===== config.mk =====
export PLATFORM = sky130hd
export DESIGN_NAME = hpm_front
export DESIGN_NICKNAME = d
export VERILOG_FILES = /design/src/hdl/hpm_pkg.sv /design/src/hdl/hpm_front.sv
export VERILOG_INCLUDE_DIRS = /design/src /design/src/hdl
export SDC_FILE = /design/constraint.sdc
export NUM_CORES = 1
export LEC_CHECK = 0
export BUFFER_PORTS_ARGS = -buffer_cell sky130_fd_sc_hd__buf_2
export CAP_MARGIN = 15
export CELL_PAD_IN_SITES_DETAIL_PLACEMENT = 1
export CELL_PAD_IN_SITES_GLOBAL_PLACEMENT = 2
export CORE_UTILIZATION = 30
export CTS_CLUSTER_DIAMETER = 40
export DETAILED_ROUTE_END_ITERATION = 12
export PLACE_DENSITY_LB_ADDON = 0.2
export SYNTH_ARGS = -nofsm -noshare
export SYNTH_HDL_FRONTEND = slang
export SYNTH_SLANG_ARGS = --single-unit

===== constraint.sdc =====
create_clock -name clk -period 6.5 [get_ports clk]
set_input_delay 0.975 -clock clk [delete_from_list [all_inputs] [get_ports clk]]
set_output_delay 0.975 -clock clk [all_outputs]
set_load 0.05 [all_outputs]

===== src/hdl/heading_pid_thrust_mixer_top_assert.svh =====
// Assertion macros for the heading PID thrust mixer
`ifndef HEADING_PID_THRUST_MIXER_TOP_ASSERT_SVH
`define HEADING_PID_THRUST_MIXER_TOP_ASSERT_SVH
`ifndef SYNTH
`define HPM_ASSERT_IMP(label, clk, rst_n, a, c) \
	label: assert property (@(posedge clk) disable iff (!rst_n) (a) |-> (c)) \
		else $error("assertion failed");
`define HPM_ASSERT_NXT(label, clk, rst_n, a, c) \
	label: assert property (@(posedge clk) disable iff (!rst_n) (a) |=> (c)) \
		else $error("assertion failed");
`else
`define HPM_ASSERT_IMP(label, clk, rst_n, a, c)
`define HPM_ASSERT_NXT(label, clk, rst_n, a, c)
`endif
`endif


===== src/hdl/hpm_pkg.sv =====
package hpm_pkg;
	localparam int ErrW  = 19;
	localparam int WErrW = 18;
	localparam int DistW = 24;
	localparam int TimeW = 32;
	localparam int GainW = 16;
	localparam int OutW  = 17;
	localparam int IntW  = 48;
	localparam int QDepth = 2;
	localparam logic signed [ErrW-1:0] Deg180 = 19'sd46080;
	localparam logic signed [ErrW-1:0] Deg360 = 19'sd92160;
	localparam logic signed [ErrW-1:0] Deg540 = 19'sd138240;
	localparam logic [1:0] CfgGainP = 2'd0;
	localparam logic [1:0] CfgGainI = 2'd1;
	localparam logic [1:0] CfgGainD = 2'd2;

	// Classified item handed from front to back
	typedef struct packed {
		logic                    func;
		logic                    restart;
		logic signed [WErrW-1:0] err;
		logic [DistW-1:0]        distance;
		logic [TimeW-1:0]        stamp;
	} hpm_item_t;
endpackage


===== src/hdl/hpm_front.sv =====
module hpm_front import hpm_pkg::*; (
	input  logic                   clk,
	input  logic                   arst_n,
	input  logic                   in_valid,
	output logic                   in_stall,
	input  logic                   func,
	input  logic signed [ErrW-1:0] heading_error,
	input  logic [DistW-1:0]       distance,
	input  logic [TimeW-1:0]       timestamp,
	output logic                   q_valid,
	input  logic                   q_pop,
	output hpm_item_t              q_item
);
	hpm_item_t               mem_q [QDepth];
	logic                    wp_q, rp_q;
	logic [1:0]              cnt_q;
	logic [1:0]              last_mode_q;
	logic signed [ErrW-1:0]  ec, ew;
	hpm_item_t               it;
	logic                    push;

	assign in_stall = (cnt_q == 2'(QDepth));
	assign push     = in_valid && !in_stall;
	assign q_valid  = (cnt_q != 2'd0);
	assign q_item   = mem_q[rp_q];

	always_comb begin
		// clamp to +-540 then wrap once
		if (heading_error < -Deg540) ec = -Deg540;
		else if (heading_error > Deg540) ec = Deg540;
		else ec = heading_error;
		if (ec < -Deg180) ew = ec + Deg360;
		else if (ec > Deg180) ew = ec - Deg360;
		else ew = ec;
		it.func     = func;
		it.restart  = ({1'b0, func} != last_mode_q);
		it.err      = WErrW'(ew);
		it.distance = distance;
		it.stamp    = timestamp;
	end

	always_ff @(posedge clk) begin
		if (push) mem_q[wp_q] <= it;
	end

	always_ff @(posedge clk or negedge arst_n) begin
		if (!arst_n) begin
			wp_q <= 1'b0;
			rp_q <= 1'b0;
			cnt_q <= 2'd0;
			last_mode_q <= 2'd2;
		end else begin
			if (push) begin
				wp_q <= ~wp_q;
				last_mode_q <= {1'b0, func};
			end
			if (q_pop) rp_q <= ~rp_q;
			cnt_q <= cnt_q + 2'(push) - 2'(q_pop);
		end
	end

	`include "heading_pid_thrust_mixer_top_assert.svh"
	`HPM_ASSERT_IMP(a_no_pop_empty, clk, arst_n, q_pop, q_valid)
	`HPM_ASSERT_IMP(a_cnt_range, clk, arst_n, 1'b1, cnt_q <= 2'(QDepth))
	`HPM_ASSERT_NXT(a_full_stall, clk, arst_n, push && !q_pop && cnt_q == 2'd1, in_stall)
endmodule


---- After elaboration in Yosys (flattened, before gate mapping) ----
Memory sizes are Yosys's and may differ from the RTL's.
Cells that the tools add are included.
word-level totals
  register bits after elaboration ......... 6
  bits in writable memories ............... 152
  input bits .............................. 80
  memories ................................ 1
memory list
  memory  words  width  read ports  clocked after memory_dff  write ports  line             source
  mem_q   2      76     1           0                         1            hpm_front.sv:14  hpm_item_t mem_q [QDepth];
cells by class
  add/sub/neg operators ................... 4
  $lt $le $gt $ge ......................... 4
  equal/unequal tests ..................... 2
  muxes and demuxes ....................... 6
  bitwise gates (word level) .............. 2
  reductions and logical operators ........ 3
operators by type and width
  cell                                                           count
  two-way mux 19 bit                                             2
  two-way mux 18 bit                                             2
  > comparator 19 x 17 -> 1 bit (second input constant)          1
  > comparator 19 bit (second input constant)                    1
  less-than comparator 19 x 17 -> 1 bit (second input constant)  1
  less-than comparator 19 bit (second input constant)            1
  adder 18 bit (second input constant)                           1
  subtractor 18 bit (second input constant)                      1
  adder 2 x 1 -> 2 bit                                           1
  == test 2 bit (second input constant)                          1
  two-way mux 1 bit                                              2
  inequality test 1 x 2 -> 1 bit                                 1
  NOT 1 bit                                                      2
  nonzero test 2 bit                                             1
  subtractor 2 x 1 -> 2 bit                                      1
  logical AND 1 bit                                              1
  logical NOT 1 bit                                              1

---- Logic depth before layout (Yosys ltp) ----
Gate-level depths: netlist of the first run.
  depth after elaboration ................. 6
  mapped depth ............................ 11

---- Worst setup path before layout of the first run ----
No wires, ideal clock.
  kind .................................... input to register
  start ................................... input in_valid
  end ..................................... memory mem_q[0][0] (netlist name), enable pin
  setup time .............................. 511 ps
  arrival time ............................ 4,360 ps
  required time ........................... 5,989 ps
  setup slack ............................. 1,629 ps
  cell stages on the path ................. 3
  path through ............................ nand2b_1 > clkbuf_1 > nor2_1
between the ends
  word-level cells in the longest chain between the ends .. 3
ends and longest elaborated chain
  item                                     line             source
  start, declared                          hpm_front.sv:4   input logic in_valid,
  logical AND 1 bit                        hpm_front.sv:23  assign push = in_valid && !in_stall;
  two-way mux 1 bit                        hpm_front.sv:43  if (push) mem_q[wp_q] <= it;
  two-way mux 1 bit (not written as such)  hpm_front.sv:43
  end, declared                            hpm_front.sv:14
Every way passes these cells.

---- Final worst setup path of the first run ----
  start ................................... input heading_error[14]
  end ..................................... memory mem_q[1][70] (netlist name), data pin
between the ends
  word-level cells in the longest chain between the ends .. 6
ends and longest elaborated chain
  item                                                                       line             source
  start, declared                                                            hpm_front.sv:7   input logic signed [ErrW-1:0] heading_error,
  > comparator 19 bit                                                        hpm_front.sv:30  else if (heading_error > Deg540) ec = Deg540;
  two-way mux 19 bit                                                         hpm_front.sv:30
  two-way mux 19 bit (*)                                                     hpm_front.sv:29  if (heading_error < -Deg540) ec = -Deg540;
  subtractor 18 bit / > comparator 19 x 17 -> 1 bit (equally long branches)  hpm_front.sv:33  else if (ec > Deg180) ew = ec - Deg360;
  two-way mux 18 bit                                                         hpm_front.sv:33
  two-way mux 18 bit (*)                                                     hpm_front.sv:32  if (ec < -Deg180) ew = ec + Deg360;
  via ew[14]                                                                 hpm_front.sv:18  logic signed [ErrW-1:0] ec, ew;
Mark *: on every way through the listed nets, which the timed path passes. The rest lies on a longest branch.

==> flow_summary.json, run 1 <==
{
  "synthDistinctLibCells": 47,
  "die-area_um2": 21900,
  "skew_ns": 0.0116,
  "synthTopCellsByArea": "edfxtp_1 (71%), mux2_2 (14%), dfrtp_1 (2.0%), and2_1 (1.2%), ha_1 (1.2%)",
  "synth-main-ff-cell": "edfxtp_1",
  "rr_worst_depth": 4,
  "fin_area_um2": 8140,
  "ctsHtreeMaxLevel": 4,
  "synth_warnings": 0,
  "nets": 605,
  "r2r-start": "cnt_q[1]",
  "cts_resized": 0,
  "die_x_um": 148,
  "grt_pass1_wl_mm": 21.1,
  "setup_tns_ns": 0,
  "area_growth_pct": 27.3,
  "setup-violations-final": 0,
  "arrival_ns": 3.40,
  "p_sw_share_pct": 40.7,
  "dr.first_iter.drc_count": 148,
  "ys_seq_area_share_pct": 73.7,
  "cp_data_required_time_ns": 6.65,
  "hold_violations": 0,
  "p_leak_uw": 0.00302,
  "p_seq_share_pct": 36.8,
  "r2r_slack_ns": 3.67,
  "slew_headroom_pct": 26.3,
  "die_h_um": 148,
  "synthCells": 356,
  "synth_edf_count": 152,
  "postCtsSetupBuffers": 0,
  "wl_per_cell_um": 16.9,
  "num_vias": 3594,
  "drt-total-wl_mm": 13.6,
  "max_freq_ghz": 0.308,
  "maxSlewViolCount": 0,
  "period_share_pct": 50.0,
  "path_max_fanout": 9,
  "grt_usage_pct": 12.9,
  "drc": 0,
  "crit_type": "in2reg",
  "postPlaceCellArea_um2": 7490,
  "r2r-end": "mem_q[1][57]",
  "io_pins": 158,
  "drv_cap": 0,
  "grt_remaining_overflow": 0,
  "grt_pass1_vias": 3866,
  "start_util_pct": 30.5,
  "rows": 53,
  "syn_avg_cell_area_um2": 18.0,
  "syn-num-nets": 442,
  "hpwl_mm": 9.09,
  "final_antenna_net_count": 0,
  "clockBufferDepth": 2,
  "tightest_slew_ns": 1.10,
  "cts_buffers": 17,
  "yosysMostFrequentCell": "edfxtp_1",
  "fill_cells": 2177,
  "synth_top_area_share_pct": 71.3,
  "syn-cell-area_um2": 6400,
  "layout-drive-gt1-share_pct": 52.3,
  "pwr_density_cell_nw_per_um2": 518,
  "synth_top_area_cell": "edfxtp_1",
  "p_comb_share_pct": 37.4,
  "diodes": 0,
  "critPathLaunchType": "input port",
  "io_buffers": 157,
  "holdWs_ns": 0.366,
  "via_per_inst": 4.45,
  "min_period_ns": 3.25,
  "ir_worst_vdd_v": 0.000229,
  "async_flop_share_pct": 3.80,
  "rsz0062_at_grt": "no",
  "core-area_um2": 21000,
  "clk_latency_ns": 0.42,
  "synth_seq_cells": 158,
  "clock_sinks": 158,
  "status": "finished clean",
  "crit_path_top_delay_cell": "o311ai_1",
  "endpoint_kind": "flip-flop",
  "holdBufCountCts": 0,
  "gp_congestion": 0.894,
  "hp-class": "in2async",
  "p_int_uw": 2500,
  "slowest_delay_ns": 0.44,
  "cts_tree": "done",
  "pwr-share-clk_pct": 25.7,
  "clk_pin_slew_worst_paths_ns": 0.07,
  "dr.pass1.iters": 4,
  "power_switching_uw": 1720,
  "grt_max_degree": 78,
  "worstPathCellList": "buf_2, nand2_1, o311ai_1, o21ai_0, inv_1, ha_1, a211o_1, a211oi_1, a211o_4, o31ai_1, xor2_1",
  "grt_antenna_before_repair": 0,
  "synth_common_cells": "edfxtp_1 (152), mux2_2 (77), and2_1 (12)",
  "root_buffer": "clkbuf_16"
}
[cells in the final DEF, fill, tap and decap left out, types with 2 or more instances in the layout]
| master | synthesis | final |
|---|---|---|
| buf_4 | 0 | 2 |
| clkinv_4 | 0 | 3 |
| nor2_1 | 6 | 4 |
| nor3b_1 | 2 | 2 |
| nand3_1 | 2 | 2 |
| xnor2_1 | 6 | 6 |
| o21a_1 | 4 | 4 |
| nor4_1 | 2 | 2 |
| edfxtp_1 | 152 | 152 |
| nand2_1 | 7 | 7 |
| or2_2 | 2 | 2 |
| and2_1 | 12 | 12 |
| clkbuf_16 | 0 | 17 |
| nor3_1 | 2 | 2 |
| mux2_2 | 77 | 77 |
| ha_1 | 6 | 6 |
| inv_8 | 0 | 3 |
| a211oi_1 | 2 | 2 |
| o21ai_0 | 6 | 6 |
| bufinv_16 | 0 | 4 |
| buf_2 | 8 | 157 |
| o22ai_1 | 2 | 2 |
| dfrtp_1 | 5 | 4 |
| xor2_1 | 3 | 3 |
| nor2_4 | 0 | 2 |
| a32oi_1 | 2 | 2 |
| nand2b_1 | 5 | 5 |
| inv_1 | 6 | 6 |
| a21oi_1 | 4 | 4 |
| maj3_1 | 3 | 3 |
| inv_6 | 0 | 4 |
| nor2b_1 | 3 | 3 |
[registers in the layout, summed over array words and instances (netlist names)]
register,cells
mem_q,152
cnt_q,2
last_mode_q,2
rp_q,1
wp_q,1
[kinds of logic (layout without fill, tap and decap cells)]
group | count (synthesis) | count (layout) | share of synthesized area, %
adders and majority gates | 9 | 9 | 1.64
and+or+nand+nor | 51 | 51 | 4.91
buffers and inverters | 21 | 197 | 1.39
AOI/OAI and AO/OA | 30 | 30 | 3.40
xor gates and xnor gates | 9 | 9 | 1.23
DFF | 158 | 158 | 73.7
muxes | 78 | 78 | 13.7
[layer usage]
| metal | GRT usage, % | wire length, µm |
|---|---|---|
| met4 | 5.31 | 210 |
| met2 | 21.8 | 7020 |
| met5 | 0 | 0 |
| met1 | 15.1 | 5680 |
| met3 | 3.92 | 708 |
[stage by stage]
step,cells,total power (µW),util [%],setup WS [ns]
global placement,775,3170,35.8,2.91
global route,807,4400,38.9,2.94
finish,807,4220,38.9,3.25
detailed placement,775,3190,35.8,2.83
floorplan,356,2810,-,1.63
CTS,807,4290,38.9,3.18
[cell type report]
type,count,area (µm²),share of cell area (%)
repair buffers,159,801,9.83
inverters,6,22.5,0.277
flip-flops and latches,158,4720,58.0
multi-input cells,177,1610,19.7
well taps,275,344,4.23
clock inverters,15,223,2.74
clock buffers,17,425,5.22
[power groups by stage]
stage	Combinational (µW)	Sequential (µW)	Clock (µW)
after floorplan	1330	1480	0
after global placement	1600	1570	0
after detailed placement	1600	1590	0
after CTS	1610	1560	1110
after global routing	1660	1590	1150
final	1580	1550	1080
[how the worst max path moves through the flow]
stage	to	start	slack, ns
3_3_place_gp	mem_q[0][71]	heading_error[15]	2.91
3_5_place_dp	mem_q[0][71]	heading_error[15]	2.83
5_1_grt	mem_q[0][70]	heading_error[14]	2.94
6_report	mem_q[1][70]	heading_error[14]	3.25
4_1_cts	q_item[72]	rp_q	3.18
2_1_floorplan	mem_q[0][0]	in_valid	1.63
[worst max-delay path, delay by kind of cell]
kind                     cells  cell delay (ns)
AO/OA/AOI/OAI                6             1.56
adder cells (fa/ha/maj)      1             0.24
XOR/XNOR                     1             0.12
AND/OR/NAND/NOR              1             0.13
buffers and inverters        2             0.37
Power figures use the tool's default switching activity.
==> run 2, diff against run 1 <==
==> constraint.sdc (replaced) <==
create_clock -name clk -period 2.75 [get_ports clk]
set_input_delay 0.4125 -clock clk [delete_from_list [all_inputs] [get_ports clk]]
set_output_delay 0.4125 -clock clk [all_outputs]
set_load 0.05 [all_outputs]
==> flow_summary.json, run 2 (same netlist as run 1, synthesis figures left out) <==
{
  "clock_sinks": 158,
  "postPlaceCellArea_um2": 7700,
  "layout_commonest_cell": "buf_2",
  "num_vias": 3732,
  "wl_per_cell_um": 17.0,
  "status": "finished clean",
  "skew_ns": 0.00686,
  "area_growth_pct": 30.1,
  "layout-drive-gt1-share_pct": 54.1,
  "cts_resized": 0,
  "p_leak_uw": 0.00312,
  "slew_headroom_pct": 54.7,
  "cts_buffers": 17,
  "root_buffer": "clkbuf_16",
  "crit_type": "reg2out",
  "cts_tree": "done",
  "io_buffers": 157,
  "arrival_ns": 2.08,
  "nets": 629,
  "largest_reg_flops": 152,
  "drc": 0,
  "period_share_pct": 90.5,
  "start_util_pct": 30.5,
  "via_per_inst": 4.50,
  "path_max_fanout": 36,
  "wirelength_met1_mm": 6.19,
  "core-area_um2": 21000,
  "layout.cells.non_filler": 830,
  "biggestRegsByFlops": "mem_q: 152 flops, cnt_q: 2 flops, last_mode_q: 2 flops",
  "setup_tns_ns": 0,
  "clk_pin_slew_worst_paths_ns": 0.07,
  "grt_remaining_overflow": 0,
  "die_x_um": 148,
  "pwr_density_cell_nw_per_um2": 1190,
  "critPathLaunchType": "flip-flop",
  "cp_data_required_time_ns": 2.34,
  "fin_area_um2": 8320,
  "hpwl_mm": 9.56,
  "die-area_um2": 21900,
  "maxSlewViolCount": 0,
  "ir_worst_vdd_v": 0.000394,
  "rsz0062_at_grt": "no",
  "max_freq_ghz": 0.402,
  "ctsHtreeMaxLevel": 4,
  "setup-violations-final": 0,
  "top_register": "mem_q",
  "endpoint_kind": "primary output",
  "hold_violations": 0,
  "rows": 53,
  "diodes": 0,
  "grt_antenna_before_repair": 0,
  "p_total_uw": 9940,
  "grt_max_degree": 58,
  "clockBufferDepth": 2,
  "clk_latency_ns": 0.42,
  "grt_pass1_vias": 4043,
  "dr_wl_met3_um": 739,
  "gp_congestion": 0.781,
  "drt-total-wl_mm": 14.1,
  "drv_cap": 0,
  "top_layer": "met4",
  "hp-class": "in2reg",
  "min_period_ns": 2.49,
  "tightest_slew_ns": 0.680,
  "io_pins": 158,
  "dr.pass1.iters": 4,
  "postCtsSetupBuffers": 0,
  "dr.first_iter.drc_count": 109,
  "mostFrequentLayoutCells": "buf_2 (157), edfxtp_1 (152), mux2_2 (77)",
  "dp.cells": 798,
  "met2_length_mm": 6.96,
  "die_h_um": 148,
  "grt_pass1_wl_mm": 21.9,
  "final_antenna_net_count": 0,
  "grt_usage_pct": 13.4
}
-- run 2: cell count changes in the layout (fill, tap and decap cells not counted), moves of 2 or more --
cell / before / now
buf_4: 2 / 22
buf_12: 0 / 3
inv_8: 3 / 1
clkinvlp_4: 1 / 3
clkinv_4: 3 / 1
-- run 2: what timing repair did --
item,4_1_cts,5_1_grt
endpoints found under the hold margin,6,0
hold buffers,1,0
setup endpoints to repair,0,0
-- run 2: worst paths after layout --
check	startpoint	to	slack [ns]	depth (start not counted)
min	distance[6]	mem_q[0][38]	0.17	1
min in group asynchronous	arst_n	cnt_q[1]	0.37	2
max	rp_q	q_item[23]	0.26	3
max in group asynchronous	arst_n	last_mode_q[1]	2.15	2
min reg2reg	last_mode_q[1]	last_mode_q[1]	0.49	1
max reg2reg	cnt_q[1]	cnt_q[1]	0.93	7
-- run 2: power by group --
group          total, µW  switching (µW)  internal [µW]
clock               2430             987           1440
sequential          3540             224           3310
combinational       3970            2840           1130
total               9940            4050           5880
-- run 2: critical path, cell delays in order, from the launching register on --
cell,delay (ns)
dfrtp_4,0.73
buf_12,0.30
mux2_2,0.37
buf_2,0.22
-- run 2: metal layers --
| metal | up-vias | track usage, % |
|---|---|---|
| met5 | - | 0 |
| met4 | 0 | 5.00 |
| met3 | 16 | 4.14 |
| met2 | 102 | 22.4 |
| met1 | 1857 | 16.2 |
| li1 | 1757 | - |
-- run 2: cell type report --
| class | instances | area [µm²] |
|---|---|---|
| Fill cell | 2146 | 12600 |
| Tap cell | 275 | 344 |
| Sequential cell | 158 | 4720 |
| Inverter | 6 | 22.5 |
| Clock inverter | 14 | 181 |
| Multi-Input combinational cell | 177 | 1610 |
| Timing Repair Buffer | 183 | 1020 |
| Clock buffer | 17 | 425 |
-- run 2: per-stage QoR --
stage               util (%)  setup WS, ns  hold WS [ns]
floorplan                  -        -0.728         0.117
global placement        36.8       0.00102         0.246
global route            39.7         0.158         0.154
finish                  39.7         0.262         0.174
detailed placement      36.8        -0.131         0.250
CTS                     39.7         0.196         0.150
==> run 3, diff against run 2 <==
--- a/config.mk
+++ b/config.mk
@@ -6,6 +6,7 @@
 export SDC_FILE = /design/constraint.sdc
 export NUM_CORES = 1
 export LEC_CHECK = 0
+export ABC_AREA = 1
 export BUFFER_PORTS_ARGS = -buffer_cell sky130_fd_sc_hd__buf_2
 export CAP_MARGIN = 15
 export CELL_PAD_IN_SITES_DETAIL_PLACEMENT = 1
==> flow_summary.json, run 3 <==
{
  "syn-num-nets": 536,
  "multi_input_area_um2": 1720,
  "drv_cap": 0,
  "holdWs_ns": 0.179,
  "clk_latency_ns": 0.42,
  "via_per_inst": 4.43,
  "setup-violations-final": 0,
  "path_buf_inv": 2,
  "endpoint_kind": "primary output",
  "synth_common_cells": "edfxtp_1 (152), mux2_2 (76), nand2_1 (72)",
  "grt_antenna_before_repair": 0,
  "crit_type": "reg2out",
  "cp_data_required_time_ns": 2.34,
  "gp_congestion": 0.779,
  "rsz0062_at_grt": "no",
  "p_sw_share_pct": 42.0,
  "cp_top_family": "flip-flops",
  "drc": 0,
  "synth_top_area_share_pct": 68.6,
  "ys_seq_area_share_pct": 70.9,
  "io_buffers": 157,
  "clock_sinks": 158,
  "root_buffer": "clkbuf_16",
  "min_period_ns": 2.50,
  "tightest_slew_ns": 0.643,
  "status": "finished clean",
  "largest_reg_flops": 152,
  "wl_per_cell_um": 16.1,
  "cts_buffers": 17,
  "synthTopCellsByArea": "edfxtp_1 (69%), mux2_2 (13%), nand2_1 (4.1%), inv_1 (2.0%), dfrtp_1 (1.9%)",
  "yosysMostFrequentCell": "edfxtp_1",
  "worstPathCellList": "buf_4, mux2_2, buf_2",
  "nets": 709,
  "ctsHtreeMaxLevel": 4,
  "grt_usage_pct": 13.4,
  "synth_top_area_cell": "edfxtp_1",
  "grt_max_degree": 55,
  "synth_edf_count": 152,
  "layout_commonest_cell": "buf_2",
  "dr.first_iter.drc_count": 181,
  "num_vias": 4056,
  "p_seq_share_pct": 35.9,
  "die-area_um2": 22800,
  "io_pins": 158,
  "critPathLaunchType": "flip-flop",
  "final_antenna_net_count": 0,
  "core-area_um2": 21800,
  "setup_ws_ns": 0.248,
  "synth_warnings": 0,
  "synthDistinctLibCells": 30,
  "grt_pass1_vias": 4327,
  "mostFrequentLayoutCells": "buf_2 (157), edfxtp_1 (152), mux2_2 (76)",
  "fill_cells": 2289,
  "p_comb_share_pct": 41.2,
  "hpwl_mm": 10.6,
  "die_x_um": 151,
  "maxSlewViolCount": 0,
  "layout-drive-gt1-share_pct": 48.1,
  "path_max_fanout": 26,
  "ir_worst_vdd_v": 0.000387,
  "p_int_uw": 5660,
  "max_freq_ghz": 0.400,
  "skew_ns": 0.00821,
  "slowest_delay_ns": 0.67,
  "period_share_pct": 91.0,
  "p_leak_uw": 0.00339,
  "grt_remaining_overflow": 0,
  "rows": 54,
  "syn_avg_cell_area_um2": 14.8,
  "hold_violations": 0,
  "syn-cell-area_um2": 6650,
  "dr.pass1.iters": 7,
  "drt-total-wl_mm": 14.8,
  "hp-class": "in2reg",
  "arrival_ns": 2.09,
  "power_switching_uw": 4090,
  "pwr-share-clk_pct": 22.8,
  "clk_pin_slew_worst_paths_ns": 0.07,
  "grt_pass1_wl_mm": 22.6,
  "dp.cells": 883,
  "layout.cells.non_filler": 916,
  "dp_slack_ns": 0.101,
  "cts_tree": "done",
  "synth-main-ff-cell": "edfxtp_1",
  "biggestRegsByFlops": "mem_q: 152 flops, cnt_q: 2 flops, last_mode_q: 2 flops",
  "diodes": 0,
  "clockBufferDepth": 2,
  "async_flop_share_pct": 3.80,
  "slew_headroom_pct": 56.8,
  "start_util_pct": 30.6,
  "die_h_um": 151,
  "ff_latch_area_um2": 4720,
  "area_growth_pct": 26.3,
  "pwr_density_cell_nw_per_um2": 1160,
  "synth_seq_cells": 158,
  "crit_path_top_delay_cell": "dfrtp_4",
  "top_register": "mem_q",
  "synthCells": 450
}
==> run 3: cells by family (layout without fill, tap and decap cells) <==
| family | after synthesis | in the layout | share of synthesized area [%] |
|---|---|---|---|
| AOI/OAI and AO/OA | 15 | 15 | 1.69 |
| xor gates and xnor gates | 5 | 5 | 0.659 |
| adders and majority gates | 6 | 6 | 1.13 |
| buffers and inverters | 53 | 239 | 3.39 |
| DFF | 158 | 158 | 70.9 |
| muxes | 76 | 76 | 12.9 |
| and+or+nand+nor | 137 | 137 | 9.35 |
==> run 3: power groups by stage <==
stage | Combinational [µW] | Clock [µW] | Sequential [µW]
after floorplan | 3160 | 0 | 3470
after global placement | 4070 | 0 | 3540
after detailed placement | 4090 | 0 | 3570
after CTS | 4100 | 2300 | 3520
after global routing | 4260 | 2380 | 3560
final | 4020 | 2230 | 3510
==> run 3: stage by stage <==
stage	util (%)	total power (µW)	setup TNS [ns]	instance area, µm²
2_1_floorplan	-	6630	-40.66	6660
5_1_grt	38.6	10200	0	8400
3_3_place_gp	36.0	7600	0	7830
4_1_cts	38.6	9930	0	8400
6_report	38.6	9760	0	8400
3_5_place_dp	36.0	7660	0	7830
==> run 3: path summary, 6_finish.rpt <==
path | slack, ns | cells past startpoint | startpoint | end
max in group asynchronous | 2.17 | 2 | arst_n | last_mode_q[1]
min in group asynchronous | 0.36 | 2 | arst_n | rp_q
hold reg to reg | 0.48 | 2 | last_mode_q[1] | last_mode_q[1]
hold / removal | 0.18 | 1 | timestamp[26] | mem_q[0][26]
setup / recovery | 0.25 | 3 | rp_q | q_item[50]
setup reg to reg | 0.85 | 6 | cnt_q[0] | cnt_q[1]
==> run 3: layout make-up <==
type                       instances  share of cell area (%)
tap                              280                    4.17
sequential                       158                    56.2
inverter                          41                    1.83
clock buffer                      17                    5.06
timing repair buffer             166                    10.6
multi-input combinational        239                    20.5
clock inverter                    15                    1.59
==> run 3: what timing repair did <==
| action | in CTS | in global routing |
|---|---|---|
| hold buffers | 1 | 0 |
| endpoints found under the hold margin | 5 | 0 |
| buffers inserted | 0 | 0 |
| resized for setup | 0 | 0 |
==> run 3: routing by layer <==
| metal | track usage [%] | up-vias | part of all wire (%) |
|---|---|---|---|
| met5 | 0 | - | 0 |
| met4 | 6.05 | 0 | 1.4 |
| met3 | 3.16 | 16 | 5.7 |
| met2 | 23.1 | 116 | 50 |
| met1 | 15.8 | 1985 | 43 |
| li1 | - | 1939 | - |
